<file path="src/design/vigenere_stream_cipher_unit_assert.svh">
// Assertion helpers for the cipher unit.
`ifndef VIGENERE_STREAM_CIPHER_UNIT_ASSERT_SVH
`define VIGENERE_STREAM_CIPHER_UNIT_ASSERT_SVH

// Same-cycle implication, held off while reset is high.
`define VSC_ASSERT_NOW(lbl, clk, rst, ante, cons, msg) \
   lbl: assert property (@(posedge clk) disable iff (rst) (ante) |-> (cons)) \
      else $error(msg);

// Next-cycle implication, held off while reset is high.
`define VSC_ASSERT_NEXT(lbl, clk, rst, ante, cons, msg) \
   lbl: assert property (@(posedge clk) disable iff (rst) (ante) |=> (cons)) \
      else $error(msg);

`endif

</file>
<file path="src/design/vsc_pkg.sv">
`default_nettype none

package vsc_pkg;

   localparam int unsigned KEY_ENTRIES = 8;
   localparam int unsigned SHIFT_W     = 5;
   localparam int unsigned KEY_W       = KEY_ENTRIES * SHIFT_W;
   localparam int unsigned LEN_W       = 4;
   localparam int unsigned ENTRY_IDX_W = $clog2(KEY_ENTRIES);

   typedef logic [KEY_ENTRIES-1:0][SHIFT_W-1:0] key_shifts_type;
   typedef logic [7:0]                          byte_type;

   // register indexes on the csr port
   localparam logic CSR_KEY_SHIFTS = 1'b0;
   localparam logic CSR_KEY_LENGTH = 1'b1;

   localparam key_shifts_type KEY_SHIFTS_RESET = KEY_W'(342578);
   localparam logic [LEN_W-1:0] KEY_LENGTH_RESET = LEN_W'(5);

   localparam byte_type LOWER_FIRST = 8'd97;
   localparam byte_type LOWER_LAST  = 8'd122;
   localparam byte_type UPPER_FIRST = 8'd65;
   localparam byte_type UPPER_LAST  = 8'd90;
   localparam byte_type DIGIT_FIRST = 8'd48;
   localparam byte_type DIGIT_LAST  = 8'd57;

   localparam logic [5:0] LETTER_MOD = 6'd26;
   localparam logic [5:0] DIGIT_MOD  = 6'd10;

   typedef struct packed {
      logic     coded;
      logic     digit;
      byte_type base;
   } char_class_type;

   function automatic char_class_type classify(input byte_type b);
      char_class_type c;
      c.coded = 1'b1;
      c.digit = 1'b0;
      c.base  = '0;
      if (b >= LOWER_FIRST && b <= LOWER_LAST) begin
         c.base = LOWER_FIRST;
      end else if (b >= UPPER_FIRST && b <= UPPER_LAST) begin
         c.base = UPPER_FIRST;
      end else if (b >= DIGIT_FIRST && b <= DIGIT_LAST) begin
         c.base  = DIGIT_FIRST;
         c.digit = 1'b1;
      end else begin
         c.coded = 1'b0;
      end
      return c;
   endfunction

endpackage

`default_nettype wire

</file>
<file path="src/design/vigenere_stream_cipher_unit.sv">
// Channel   Direction  Handshake           Payload
// req       in         req_valid/req_stall req_in_byte[7:0]
// rsp       out        rsp_valid/rsp_stall rsp_out_byte[7:0]
// csr       in         csr_we (no wait)    csr_index, csr_wdata[39:0]
//
// One byte per cycle while rsp_stall is low; rsp_valid rises once the byte has passed
// the input register (holding byte and key shift) and reached the result register.
// Key position advances at accept of a letter or digit, so back-to-back coded bytes see consecutive shifts.
// Synchronous active-high reset empties both stages, zeroes the key position
// and loads the default key. Each stage holds its beat while downstream stalls;
// req_stall rises only when both stages are full and rsp_stall is high.
`default_nettype none

module vigenere_stream_cipher_unit
   import vsc_pkg::*;
#(
   parameter int unsigned MAX_KEY_LENGTH = 8
) (
   input  wire logic             clock,
   input  wire logic             reset,
   input  wire logic             req_valid,
   output logic                  req_stall,
   input  wire byte_type         req_in_byte,
   output logic                  rsp_valid,
   input  wire logic             rsp_stall,
   output byte_type              rsp_out_byte,
   input  wire logic             csr_we,
   input  wire logic             csr_index,
   input  wire logic [KEY_W-1:0] csr_wdata
);

   localparam int unsigned POS_W = (MAX_KEY_LENGTH > 1) ? $clog2(MAX_KEY_LENGTH) : 1;
   localparam logic [LEN_W-1:0] MaxLen = LEN_W'(MAX_KEY_LENGTH);

   key_shifts_type     key_shifts_ff, key_shifts_in;
   logic [LEN_W-1:0]   key_length_ff, key_length_in;
   logic [POS_W-1:0]   key_pos_ff, key_pos_in;

   logic               s1_valid_ff, s1_valid_in;
   byte_type           s1_byte_ff, s1_byte_in;
   logic [SHIFT_W-1:0] s1_shift_ff, s1_shift_in;
   logic               s2_valid_ff, s2_valid_in;
   byte_type           s2_byte_ff, s2_byte_in;

   logic               req_take, s1_move, s2_ready;
   char_class_type     req_class;
   logic [LEN_W-1:0]   used_len, pos_plus;
   logic [ENTRY_IDX_W-1:0] entry_idx;
   byte_type           cipher_byte;

   vsc_cipher u_cipher (
      .plain_byte  (s1_byte_ff),
      .shift       (s1_shift_ff),
      .cipher_byte (cipher_byte)
   );

   always_comb begin
      s2_ready  = !s2_valid_ff || !rsp_stall;
      s1_move   = s1_valid_ff && s2_ready;
      req_stall = s1_valid_ff && !s2_ready;
      req_take  = req_valid && !req_stall;
      req_class = classify(req_in_byte);
      entry_idx = ENTRY_IDX_W'(key_pos_ff);

      used_len = key_length_ff;
      if (used_len == '0) begin
         used_len = LEN_W'(1);
      end else if (used_len > MaxLen) begin
         used_len = MaxLen;
      end
      pos_plus = LEN_W'(key_pos_ff) + LEN_W'(1);

      key_shifts_in = key_shifts_ff;
      key_length_in = key_length_ff;
      if (csr_we) begin
         case (csr_index)
            CSR_KEY_SHIFTS: key_shifts_in = csr_wdata;
            CSR_KEY_LENGTH: key_length_in = csr_wdata[LEN_W-1:0];
            default: ;
         endcase
      end

      key_pos_in = key_pos_ff;
      if (req_take && req_class.coded) begin
         if (pos_plus >= used_len) begin
            key_pos_in = '0;
         end else begin
            key_pos_in = POS_W'(pos_plus);
         end
      end

      s1_valid_in = s1_valid_ff;
      s1_byte_in  = s1_byte_ff;
      s1_shift_in = s1_shift_ff;
      if (req_take) begin
         s1_valid_in = 1'b1;
         s1_byte_in  = req_in_byte;
         s1_shift_in = key_shifts_ff[entry_idx];
      end else if (s1_move) begin
         s1_valid_in = 1'b0;
      end

      s2_valid_in = s2_valid_ff;
      s2_byte_in  = s2_byte_ff;
      if (s1_move) begin
         s2_valid_in = 1'b1;
         s2_byte_in  = cipher_byte;
      end else if (s2_ready) begin
         s2_valid_in = 1'b0;
      end
   end

   always_ff @(posedge clock) begin
      if (reset) begin
         key_shifts_ff <= KEY_SHIFTS_RESET;
         key_length_ff <= KEY_LENGTH_RESET;
         key_pos_ff    <= '0;
         s1_valid_ff   <= 1'b0;
         s2_valid_ff   <= 1'b0;
      end else begin
         key_shifts_ff <= key_shifts_in;
         key_length_ff <= key_length_in;
         key_pos_ff    <= key_pos_in;
         s1_valid_ff   <= s1_valid_in;
         s2_valid_ff   <= s2_valid_in;
      end
   end

   always_ff @(posedge clock) begin
      s1_byte_ff  <= s1_byte_in;
      s1_shift_ff <= s1_shift_in;
      s2_byte_ff  <= s2_byte_in;
   end

   assign rsp_valid    = s2_valid_ff;
   assign rsp_out_byte = s2_byte_ff;

`include "vigenere_stream_cipher_unit_assert.svh"

   `VSC_ASSERT_NOW(a_pos_in_range, clock, reset, 1'b1, LEN_W'(key_pos_ff) < MaxLen, "key position out of range")
   `VSC_ASSERT_NEXT(a_pos_hold_plain, clock, reset, req_take && !req_class.coded, $stable(key_pos_ff), "key advanced on pass-through beat")
   `VSC_ASSERT_NOW(a_full_stalls, clock, reset, s1_valid_ff && s2_valid_ff && rsp_stall, req_stall, "beat taken with both stages full")

endmodule

`default_nettype wire

</file>
<file path="src/design/vsc_cipher.sv">
`default_nettype none

module vsc_cipher
   import vsc_pkg::*;
(
   input  wire byte_type           plain_byte,
   input  wire logic [SHIFT_W-1:0] shift,
   output byte_type                cipher_byte
);

   localparam logic [5:0] DIGIT_MOD_X2  = 6'(2 * DIGIT_MOD);
   localparam logic [5:0] DIGIT_MOD_X3  = 6'(3 * DIGIT_MOD);
   localparam logic [5:0] DIGIT_MOD_X4  = 6'(4 * DIGIT_MOD);
   localparam logic [5:0] LETTER_MOD_X2 = 6'(2 * LETTER_MOD);

   char_class_type cls;
   byte_type       offset;
   logic [5:0]     sum;      // offset (<26) plus shift (<32): at most 56
   logic [5:0]     rem;

   always_comb begin
      cls    = classify(plain_byte);
      offset = plain_byte - cls.base;
      sum    = 6'(offset[4:0]) + 6'(shift);
      rem    = sum;
      if (cls.digit) begin
         // at most 40, so four steps of ten cover it
         if (sum >= DIGIT_MOD_X4) begin
            rem = sum - DIGIT_MOD_X4;
         end else if (sum >= DIGIT_MOD_X3) begin
            rem = sum - DIGIT_MOD_X3;
         end else if (sum >= DIGIT_MOD_X2) begin
            rem = sum - DIGIT_MOD_X2;
         end else if (sum >= DIGIT_MOD) begin
            rem = sum - DIGIT_MOD;
         end
      end else begin
         if (sum >= LETTER_MOD_X2) begin
            rem = sum - LETTER_MOD_X2;
         end else if (sum >= LETTER_MOD) begin
            rem = sum - LETTER_MOD;
         end
      end
      if (cls.coded) begin
         cipher_byte = cls.base + 8'(rem);
      end else begin
         cipher_byte = plain_byte;
      end
   end

endmodule

`default_nettype wire

</file>
<file path="config.mk">
export PLATFORM = sky130hd
export DESIGN_NAME = vigenere_stream_cipher_unit
export DESIGN_NICKNAME = d
export VERILOG_FILES = /design/src/design/vsc_pkg.sv /design/src/design/vigenere_stream_cipher_unit.sv /design/src/design/vsc_cipher.sv
export VERILOG_INCLUDE_DIRS = /design/src /design/src/design
export SDC_FILE = /design/constraint.sdc
export NUM_CORES = 1
export LEC_CHECK = 0
export ABC_AREA = 1
export BUFFER_PORTS_ARGS = -buffer_cell sky130_fd_sc_hd__buf_2
export CAP_MARGIN = 40
export CORE_MARGIN = 4
export CORE_UTILIZATION = 30
export DETAILED_ROUTE_END_ITERATION = 12
export PLACE_DENSITY_LB_ADDON = 0.15
export SLEW_MARGIN = 20
export SYNTH_ARGS = -nofsm -noshare
export SYNTH_HDL_FRONTEND = slang
export SYNTH_HIERARCHICAL = 1
export SYNTH_SLANG_ARGS = --single-unit
</file>
<file path="constraint.sdc">
create_clock -name clock -period 6.4 [get_ports clock]
set_input_delay 0.64 -clock clock [delete_from_list [all_inputs] [get_ports clock]]
set_output_delay 0.64 -clock clock [all_outputs]
set_load 0.02 [all_outputs]
</file>
==> results of run 1 <==
## critical path, delay by kind of cell, from the launching register on
kind	cells	cell delay (ps)
simple gates	17	1910
xor+xnor	1	190
flops	1	450
buf+inv	4	400
fa+ha+maj	5	1260
compound gates	7	950
## layout by cell type, fill, tap and decap left out, drive strengths merged, types with 2 or more instances in the layout
cell type  synthesis  routed
nand2            150     150
nor2             116     116
buf                6      67
o21ai             60      60
inv               53      53
dfxtp             49      49
nand3             47      47
ha                28      28
a21oi             28      28
edfxtp            21      21
clkbuf            13      14
a31oi              7       7
xor2               7       7
o211ai             4       4
nor3               3       3
nand4              3       3
clkinv             2       3
a21o               2       2
o311ai             2       2
## report_power, final
part / total [uW] / switching, uW / internal (uW)
Clock: 511 / 184 / 327
Combinational: 445 / 291 / 154
Sequential: 505 / 15.4 / 489
Total: 1460 / 490 / 970
## flip-flops by register name (all words and copies together) (netlist names)
| register | count |
|---|---|
| rsp_valid | 1 |
| s1_byte_ff | 8 |
| rsp_out_byte | 8 |
| s1_shift_ff | 5 |
| entry_idx | 3 |
| key_length_ff | 4 |
| s1_valid_ff | 1 |
| key_shifts_ff | 40 |
## layout make-up
cell class | count | area, um2
clock buffers | 13 | 302.8
clock inverters | 1 | 8.758
fillers | 1520 | 8852
inverters | 55 | 206.4
multi-input cells | 468 | 2421
flip-flops and latches | 70 | 1612
well taps | 180 | 225.2
repair buffers | 68 | 360.3
## stage by stage
step | std cells | hold slack (ps)
final | 855 | 453.2
after global routing | 855 | 479.9
after CTS | 854 | 455.4
after detailed placement | 840 | 439.9
after global placement | 839 | 438.2
after floorplan | 612 | 423.6
## cells by family after synthesis
family	synth area share [%]
XOR/XNOR	1.619
AO/OA/AOI/OAI	13.88
buffers and inverters	6.796
adder cells (fa/ha/maj)	8.560
flip-flops	37.25
AND/OR/NAND/NOR	31.90
## layer usage
metal | global-route usage [%] | wire length, um | vias up
met5 | 0 | 0 | -
li1 | - | - | 2123
met1 | 17.55 | 5346 | 1871
met3 | 3.583 | 477 | 15
met2 | 24.98 | 5550 | 76
met4 | 4.682 | 201 | 0
## final timing paths
check                                      start          endpoint  slack [ps]  cells past startpoint
worst max-delay path               s1_byte_ff[2]   rsp_out_byte[5]        1000                     34
worst min register to register  key_shifts_ff[9]  key_shifts_ff[9]         450                      2
worst min-delay path            key_shifts_ff[9]  key_shifts_ff[9]         450                      2
worst max register to register     s1_byte_ff[2]   rsp_out_byte[5]        1000                     34
==> results_dict.tcl, run 1 <==
set metrics [dict create \
    critPathRequiredTime_ps 6490 \
    synth_warnings 6 \
    ioPinCount 64 \
    nNetsFinal 755 \
    final_max_slew_viol_count 0 \
    synthTopCellsByCount "nand2_1 (138), nor2_1 (109), o21ai_0 (54)" \
    cts_tree "yes" \
    start_util_pct 30.93 \
    leakage_uw 0.002438 \
    postPlaceCellArea_um2 4817 \
    drt-vias-per-instance 4.778 \
    max_freq_mhz 185.1 \
    hold_violations 0 \
    cts_hold_buffers 0 \
    die_w_um 128.1 \
    core.rowCount 43 \
    synth_top_cell_by_area "dfxtp_1" \
    critPathSlowestCell "edfxtp_1" \
    fin_skew_ps 8.520 \
    fin_ws_ps 998.1 \
    drc 0 \
    insertion_delay_ps 340 \
    die_h_um 128.1 \
    cp-start-kind "flip-flop" \
    ys.flop_type "dfxtp_1" \
    cp-end-kind "flip-flop" \
    synthArstFlopShare_pct 0 \
    crit_fanout 10 \
    fin_crit_ps 5402 \
    power_uw 1460 \
    numPortBuffers 63 \
    htree_num_levels 3 \
    outcome "complete, no violations" \
    cts_resized 0 \
    tightestPinTransition_ps 669.8 \
    syn_nets 695 \
    rsz0062_at_grt "false" \
    setup_tns_ps 0 \
    ant_nets 0 \
    grt.total_usage_pct 14.44 \
    synthDistinctLibCells 40 \
    antennaDiodeCount 0 \
    peakVddDrop_uv 159.5 \
    synth_top_area_share_pct 22.67 \
    setup_viol 0 \
    dp_slack_ps 1038 \
    grt-ovfl-total 0 \
    wl_per_cell_um 13.54 \
    synth_edf_count 21 \
    final_area_um2 5136 \
    power_density_nw_per_um2 284.3 \
    postSynthCellCount 612 \
    post_cts_buffers 0 \
    clock_path_buffers 2 \
    routed_wl_um 11580 \
    yosysMostFrequentCell "nand2_1" \
    area_growth_pct 18.71 \
    max_stage_delay_ps 450 \
    ys_ff_latch 70 \
    layout-drive-gt1-share_pct 17.19 \
    grt_pass1_wl_um 19150 \
    crit_top_cell "nand2_1" \
    gp_routability_congestion 0.8967 \
    via_count 4085 \
    cts.sinks 70 \
    syn_avg_cell_area_um2 7.070 \
    grt_max_degree 45 \
    path_clk_slew_ps 60 \
    firstDrtPassIters 4 \
    core-area_um2 13990 \
    fin_util_pct 36.72 \
    hold_class "flip-flop to flip-flop" \
    cts-buffers-inserted 9 \
    critPathKind "flip-flop to flip-flop" \
    grt_pass1_vias 4019 \
    hpwlAfterDp_um 8589 \
    drt-initial-drc-count 226 \
    synth-seq-area-share_pct 37.25 \
    antenna_found_initial 0 \
    relSlewSlack_pct 55.28 \
    clock-root-buffer "clkbuf_16" \
    syn-cell-area_um2 4327 \
    fin_crit_sh_pct 84.41 \
    arrival_ps 5500 \
    maxCapViolCount 0 \
    synth.area.top_cells "dfxtp_1 (23%), edfxtp_1 (15%), nand2_1 (12%), nor2_1 (9.5%), ha_1 (8.1%)" \
    dieArea_um2 16410 \
]
No activity file was read; power rests on OpenSTA's default activity.
==> run 2: changes to the inputs <==
==> constraint.sdc (replaced) <==
create_clock -name clock -period 4.56 [get_ports clock]
set_input_delay 0.456 -clock clock [delete_from_list [all_inputs] [get_ports clock]]
set_output_delay 0.456 -clock clock [all_outputs]
set_load 0.02 [all_outputs]
==> results_dict.tcl, run 2 (synthesis gave the netlist of run 1 again) <==
set metrics [dict create \
    cts-buffers-inserted 9 \
    seq_power_share_pct 30.2 \
    crit_start "s1_byte_ff[2]" \
    final_area_um2 6132 \
    fin_skew_ps 7.490 \
    violations "negative setup slack" \
    firstDrtPassIters 4 \
    hold_violations 0 \
    antenna_found_initial 0 \
    critPathRequiredTime_ps 4650 \
    tightestPinTransition_ps 675.4 \
    grt_max_degree 45 \
    num-fill-cells 1429 \
    htree_num_levels 3 \
    rsz0062_at_grt "true" \
    setup_viol 3 \
    clock_path_buffers 2 \
    arrival_ps 4710 \
    fin_crit_ps 4623 \
    layout_commonest_cell "nand2_1" \
    cp-end-kind "flip-flop" \
    layout-drive-gt1-share_pct 34.51 \
    crit_top_cell "nand2_1" \
    fin_crit_sh_pct 101.4 \
    final_max_slew_viol_count 0 \
    area_growth_pct 41.73 \
    fin_ws_ps -62.80 \
    cts_hold_buffers 0 \
    antennaDiodeCount 0 \
    largest_reg_flops 40 \
    p_switching_uw 801.2 \
    clock-root-buffer "clkbuf_16" \
    outcome "finished with violations" \
    max_freq_mhz 216.3 \
    grt_pass1_vias 4414 \
    ioPinCount 64 \
    worstHoldStart "req_in_byte[7]" \
    grt-ovfl-total 0 \
    maxCapViolCount 0 \
    final_cell_mix "nand2_1 (126), nor2_1 (106), buf_4 (85), buf_2 (63), o21ai_0 (51)" \
    r2r_start "s1_byte_ff[2]" \
    hold_class "input port to flip-flop" \
    dieArea_um2 16410 \
    relSlewSlack_pct 54.91 \
    die_h_um 128.1 \
    insertion_delay_ps 340 \
    cts.sinks 70 \
    hpwlAfterDp_um 8766 \
    start_util_pct 30.93 \
    grt.total_usage_pct 15.19 \
    numPortBuffers 63 \
    routed_wl_um 12290 \
    die_w_um 128.1 \
    cts_tree "yes" \
    drt-vias-per-instance 4.656 \
    power_uw 2346 \
    via_count 4386 \
    postPlaceCellArea_um2 5225 \
    drc 0 \
    cp-start-kind "flip-flop" \
    critPathKind "flip-flop to flip-flop" \
    nNetsFinal 840 \
    regMostFlops "key_shifts_ff" \
    clock_power_share_pct 28.1 \
    power_density_nw_per_um2 382.7 \
    p_int_uw 1545 \
    core.rowCount 43 \
    grt_pass1_wl_um 20300 \
    critPathSlowestCell "edfxtp_1" \
    drt-initial-drc-count 158 \
    leakage_uw 0.002881 \
    max_stage_delay_ps 410 \
    ant_nets 0 \
    core-area_um2 13990 \
    peakVddDrop_uv 255.1 \
    r2r_slack_ps -60 \
    path_clk_slew_ps 60 \
    wl_per_cell_um 13.05 \
    gp_routability_congestion 0.8671 \
    power_frac_comb_pct 41.7 \
    crit_fanout 6 \
    p_sw_share_pct 34.15 \
]
run 2: path summary, 6_finish.rpt:
check / to / cells after the start
worst max-delay path: rsp_out_byte[5] / 34
worst min-delay path: s1_byte_ff[7] / 1
worst max register to register: rsp_out_byte[5] / 34
worst min register to register: key_shifts_ff[9] / 2
run 2: metal layers:
| metal | vias to the layer above | wire [um] | part of all wire (%) | global-route usage (%) |
|---|---|---|---|---|
| li1 | 2294 | - | - | - |
| met3 | 10 | 437 | 3.6 | 4.042 |
| met4 | 0 | 125 | 1.0 | 4.245 |
| met2 | 78 | 6266 | 51 | 26.96 |
| met5 | - | 0 | 0 | 0 |
| met1 | 2004 | 5462 | 44 | 18.02 |
run 2: per-stage QoR:
step / TNS [ps] / cells / hold WS [ps] / utilization [%] / setup slack, ps
after global routing: -1403 / 942 / 298.5 / 43.84 / -378.5
after global placement: -175.9 / 884 / 436.7 / 37.35 / -83.70
after CTS: 0 / 936 / 297.4 / 42.40 / 0.5200
after detailed placement: -830.4 / 884 / 437.3 / 37.35 / -263.7
final: -112.3 / 942 / 310.3 / 43.84 / -62.80
after floorplan: 0 / 612 / 423.6 / - / 10.13
run 2: layout make-up:
| class | instances | area (um2) | area share [%] |
|---|---|---|---|
| Multi-Input combinational cell | 468 | 2780 | 45.34 |
| Sequential cell | 70 | 1612 | 26.28 |
| Timing Repair Buffer | 153 | 1015 | 16.55 |
| Clock buffer | 11 | 252.7 | 4.122 |
| Tap cell | 180 | 225.2 | 3.673 |
| Inverter | 55 | 216.5 | 3.530 |
| Clock inverter | 5 | 31.28 | 0.5101 |
run 2: power by group through the flow:
stage               clock network [uW]  registers [uW]  logic, uW
CTS                                678             708        889
finish                             660             708        979
detailed placement                   0             719        752
global route                       706             712       1080
global placement                     0             719        758
floorplan                            0             722        476
run 2: what timing repair did:
| item | 4_1_cts | 5_1_grt |
|---|---|---|
| setup buffers | 36 | 7 |
| endpoints found under the setup margin | 4 | 6 |
| pin swaps | 34 | 31 |
| gates resized for setup | 33 | 37 |
run 2: worst max-delay path: cells and delay by family, from the launching register on:
family	cells	cell delay (ps)
simple gates	17	1690
fa+ha+maj	5	1010
compound gates	7	870
flops	1	410
buf+inv	4	220
xor+xnor	1	170
==> run 3: changes to the inputs <==
--- a/config.mk
+++ b/config.mk
@@ -6,7 +6,7 @@
 export SDC_FILE = /design/constraint.sdc
 export NUM_CORES = 1
 export LEC_CHECK = 0
-export ABC_AREA = 1
+export ABC_AREA = 0
 export BUFFER_PORTS_ARGS = -buffer_cell sky130_fd_sc_hd__buf_2
 export CAP_MARGIN = 40
 export CORE_MARGIN = 4
==> results_dict.tcl, run 3 <==
set metrics [dict create \
    num-fill-cells 1410 \
    numPortBuffers 63 \
    grt_pass1_vias 4085 \
    arrival_ps 5370 \
    cts-buffers-inserted 9 \
    gp_routability_congestion 0.9029 \
    drt-initial-drc-count 206 \
    synth_warnings 6 \
    clock_path_buffers 2 \
    layout-drive-gt1-share_pct 39.40 \
    power_uw 2551 \
    synth_edf_count 21 \
    synth_top_cell_by_area "dfxtp_1" \
    ys_ff_latch 70 \
    routed_wl_um 12130 \
    tightestPinTransition_ps 642.7 \
    relSlewSlack_pct 57.09 \
    synth_top_area_share_pct 22.80 \
    grt.total_usage_pct 14.95 \
    fin_crit_ps 5301 \
    crit_chain "or2_4 -> nor4_4 -> nor4b_4 -> ha_2 -> ha_4 -> inv_4 -> fa_2 -> a211oi_4 -> o21a_4 -> nor2_4 -> ha_2 -> nand3b_1 -> o41ai_2 -> or3_4 -> o211ai_1 -> o21ai_1 -> a32oi_1 -> a21oi_1 -> ha_1 -> inv_1 -> or2_4 -> a2111oi_4 -> o21a_1 -> o31ai_2" \
    synth-seq-area-share_pct 37.45 \
    syn_avg_cell_area_um2 8.835 \
    critPathRequiredTime_ps 4630 \
    dp_slack_ps -745.4 \
    antenna_found_initial 0 \
    nNetsFinal 710 \
    insertion_delay_ps 340 \
    final_cell_mix "nand2_1 (109), buf_4 (79), buf_2 (63), a21oi_1 (51), dfxtp_1 (49)" \
    hold_slack_ps 312.9 \
    final_area_um2 6192 \
    fin_skew_ps 9.153 \
    postSynthCellCount 487 \
    path_clk_slew_ps 50 \
    regMostFlops "key_shifts_ff" \
    fin_crit_sh_pct 116.3 \
    cp-start-kind "flip-flop" \
    crit_fanout 3 \
    cts.sinks 70 \
    postPlaceCellArea_um2 5505 \
    synthTopCellsByCount "nand2_1 (111), a21oi_1 (55), dfxtp_1 (49)" \
    worst-path-buf-inv 2 \
    maxCapViolCount 0 \
    largest_reg_flops 40 \
    wl_per_cell_um 14.93 \
    layout_commonest_cell "nand2_1" \
    htree_num_levels 3 \
    crit_family "compound AO/OA/AOI/OAI gates" \
    cts_tree "yes" \
    synthDistinctLibCells 64 \
    r2r_start "s1_byte_ff[1]" \
    leakage_uw 0.002559 \
    crit_start "s1_byte_ff[1]" \
    outcome "finished with violations" \
    fin_ws_ps -741.4 \
    die_h_um 127.8 \
    core-area_um2 13990 \
    synthArstFlopShare_pct 0 \
    hpwlAfterDp_um 9085 \
    critPathSlowestCell "fa_2" \
    hold_violations 0 \
    cts_hold_buffers 0 \
    firstDrtPassIters 4 \
    syn-cell-area_um2 4303 \
    yosysMostFrequentCell "nand2_1" \
    ant_nets 0 \
    violations "negative setup slack" \
    grt_max_degree 50 \
    power_density_nw_per_um2 412.0 \
    hold_class "input port to flip-flop" \
    setup_viol 7 \
    ioPinCount 64 \
    gr-usage-met1_pct 18.27 \
    rsz0062_at_grt "true" \
    cp-end-kind "flip-flop" \
    syn_nets 570 \
    clock-root-buffer "clkbuf_16" \
    antennaDiodeCount 0 \
    grt-ovfl-total 0 \
    area_growth_pct 43.91 \
    start_util_pct 30.76 \
    synth.area.top_cells "dfxtp_1 (23%), edfxtp_1 (15%), nand2_1 (9.7%), ha_1 (8.1%), a21oi_1 (6.4%)" \
    max_freq_mhz 188.6 \
    grt_pass1_wl_um 19880 \
    multi_input_area_um2 2949 \
    dieArea_um2 16320 \
    worstHoldStart "req_in_byte[7]" \
    use_met2_pct 25.14 \
    via_count 4062 \
    max_stage_delay_ps 430 \
    drc 0 \
    busiest_layer "met2" \
    final_max_slew_viol_count 0 \
    die_w_um 127.8 \
    peakVddDrop_uv 220.7 \
    ys.flop_type "dfxtp_1" \
    drt-vias-per-instance 5.002 \
    critPathKind "flip-flop to flip-flop" \
    core.rowCount 43 \
    register_area_um2 1612 \
    grt_util_met3_pct 3.792 \
]
-- run 3: cell count changes after synthesis, moves of 27 or more --
cell	change
nor2_1	-91
o21ai_0	-41
nand3_1	-31
a21oi_1	+28
inv_1	-27
nand2_1	-27
-- run 3: worst paths after layout --
path                       endpoint  slack, ps  depth (start not counted)
hold reg to reg   key_shifts_ff[36]        450                          2
hold / removal        s1_byte_ff[7]        310                          1
setup reg to reg    rsp_out_byte[5]       -740                         24
setup / recovery    rsp_out_byte[5]       -740                         24
-- run 3: cells by family after synthesis --
group | count (synthesis) | synth area share (%)
AOI/OAI and AO/OA | 122 | 19.40
DFF | 70 | 37.45
xor gates and xnor gates | 12 | 2.443
muxes | 17 | 7.037
adders and majority gates | 29 | 8.607
buffers and inverters | 40 | 3.576
and+or+nand+nor | 197 | 21.49
-- run 3: per-stage QoR --
step / utilization [%] / std cells / setup TNS [ps]
3_3_place_gp: 39.25 / 781 / -3208
4_1_cts: 42.60 / 805 / -3700
3_5_place_dp: 39.36 / 782 / -3585
6_report: 44.27 / 812 / -3000
2_1_floorplan: - / 487 / -2364
5_1_grt: 44.27 / 812 / -4667
-- run 3: power breakdown --
group	switching, uW	internal [uW]
logic	568	539
clock network	269	475
registers	19.2	681
-- run 3: area by class of cell --
| class | instances | area share [%] |
|---|---|---|
| Sequential cell | 70 | 26.03 |
| Inverter | 20 | 1.293 |
| Tap cell | 180 | 3.637 |
| Multi-Input combinational cell | 377 | 47.63 |
| Clock inverter | 5 | 1.010 |
| Clock buffer | 11 | 4.263 |
| Timing Repair Buffer | 149 | 16.14 |
-- run 3: routing by layer --
metal  share of wire, %  wire, um  vias up
met4                2.6       319        0
met5                  0         0        -
li1                   -         -     2039
met3                4.8       584       25
met1                 44      5341     1888
met2                 48      5881      110
-- run 3: what timing repair did --
action | in CTS | in global routing
hold endpoints to repair | 0 | 0
setup buffers | 7 | 6
endpoints found under the setup margin | 7 | 7
pin swaps | 22 | 21
resized for setup | 17 | 37
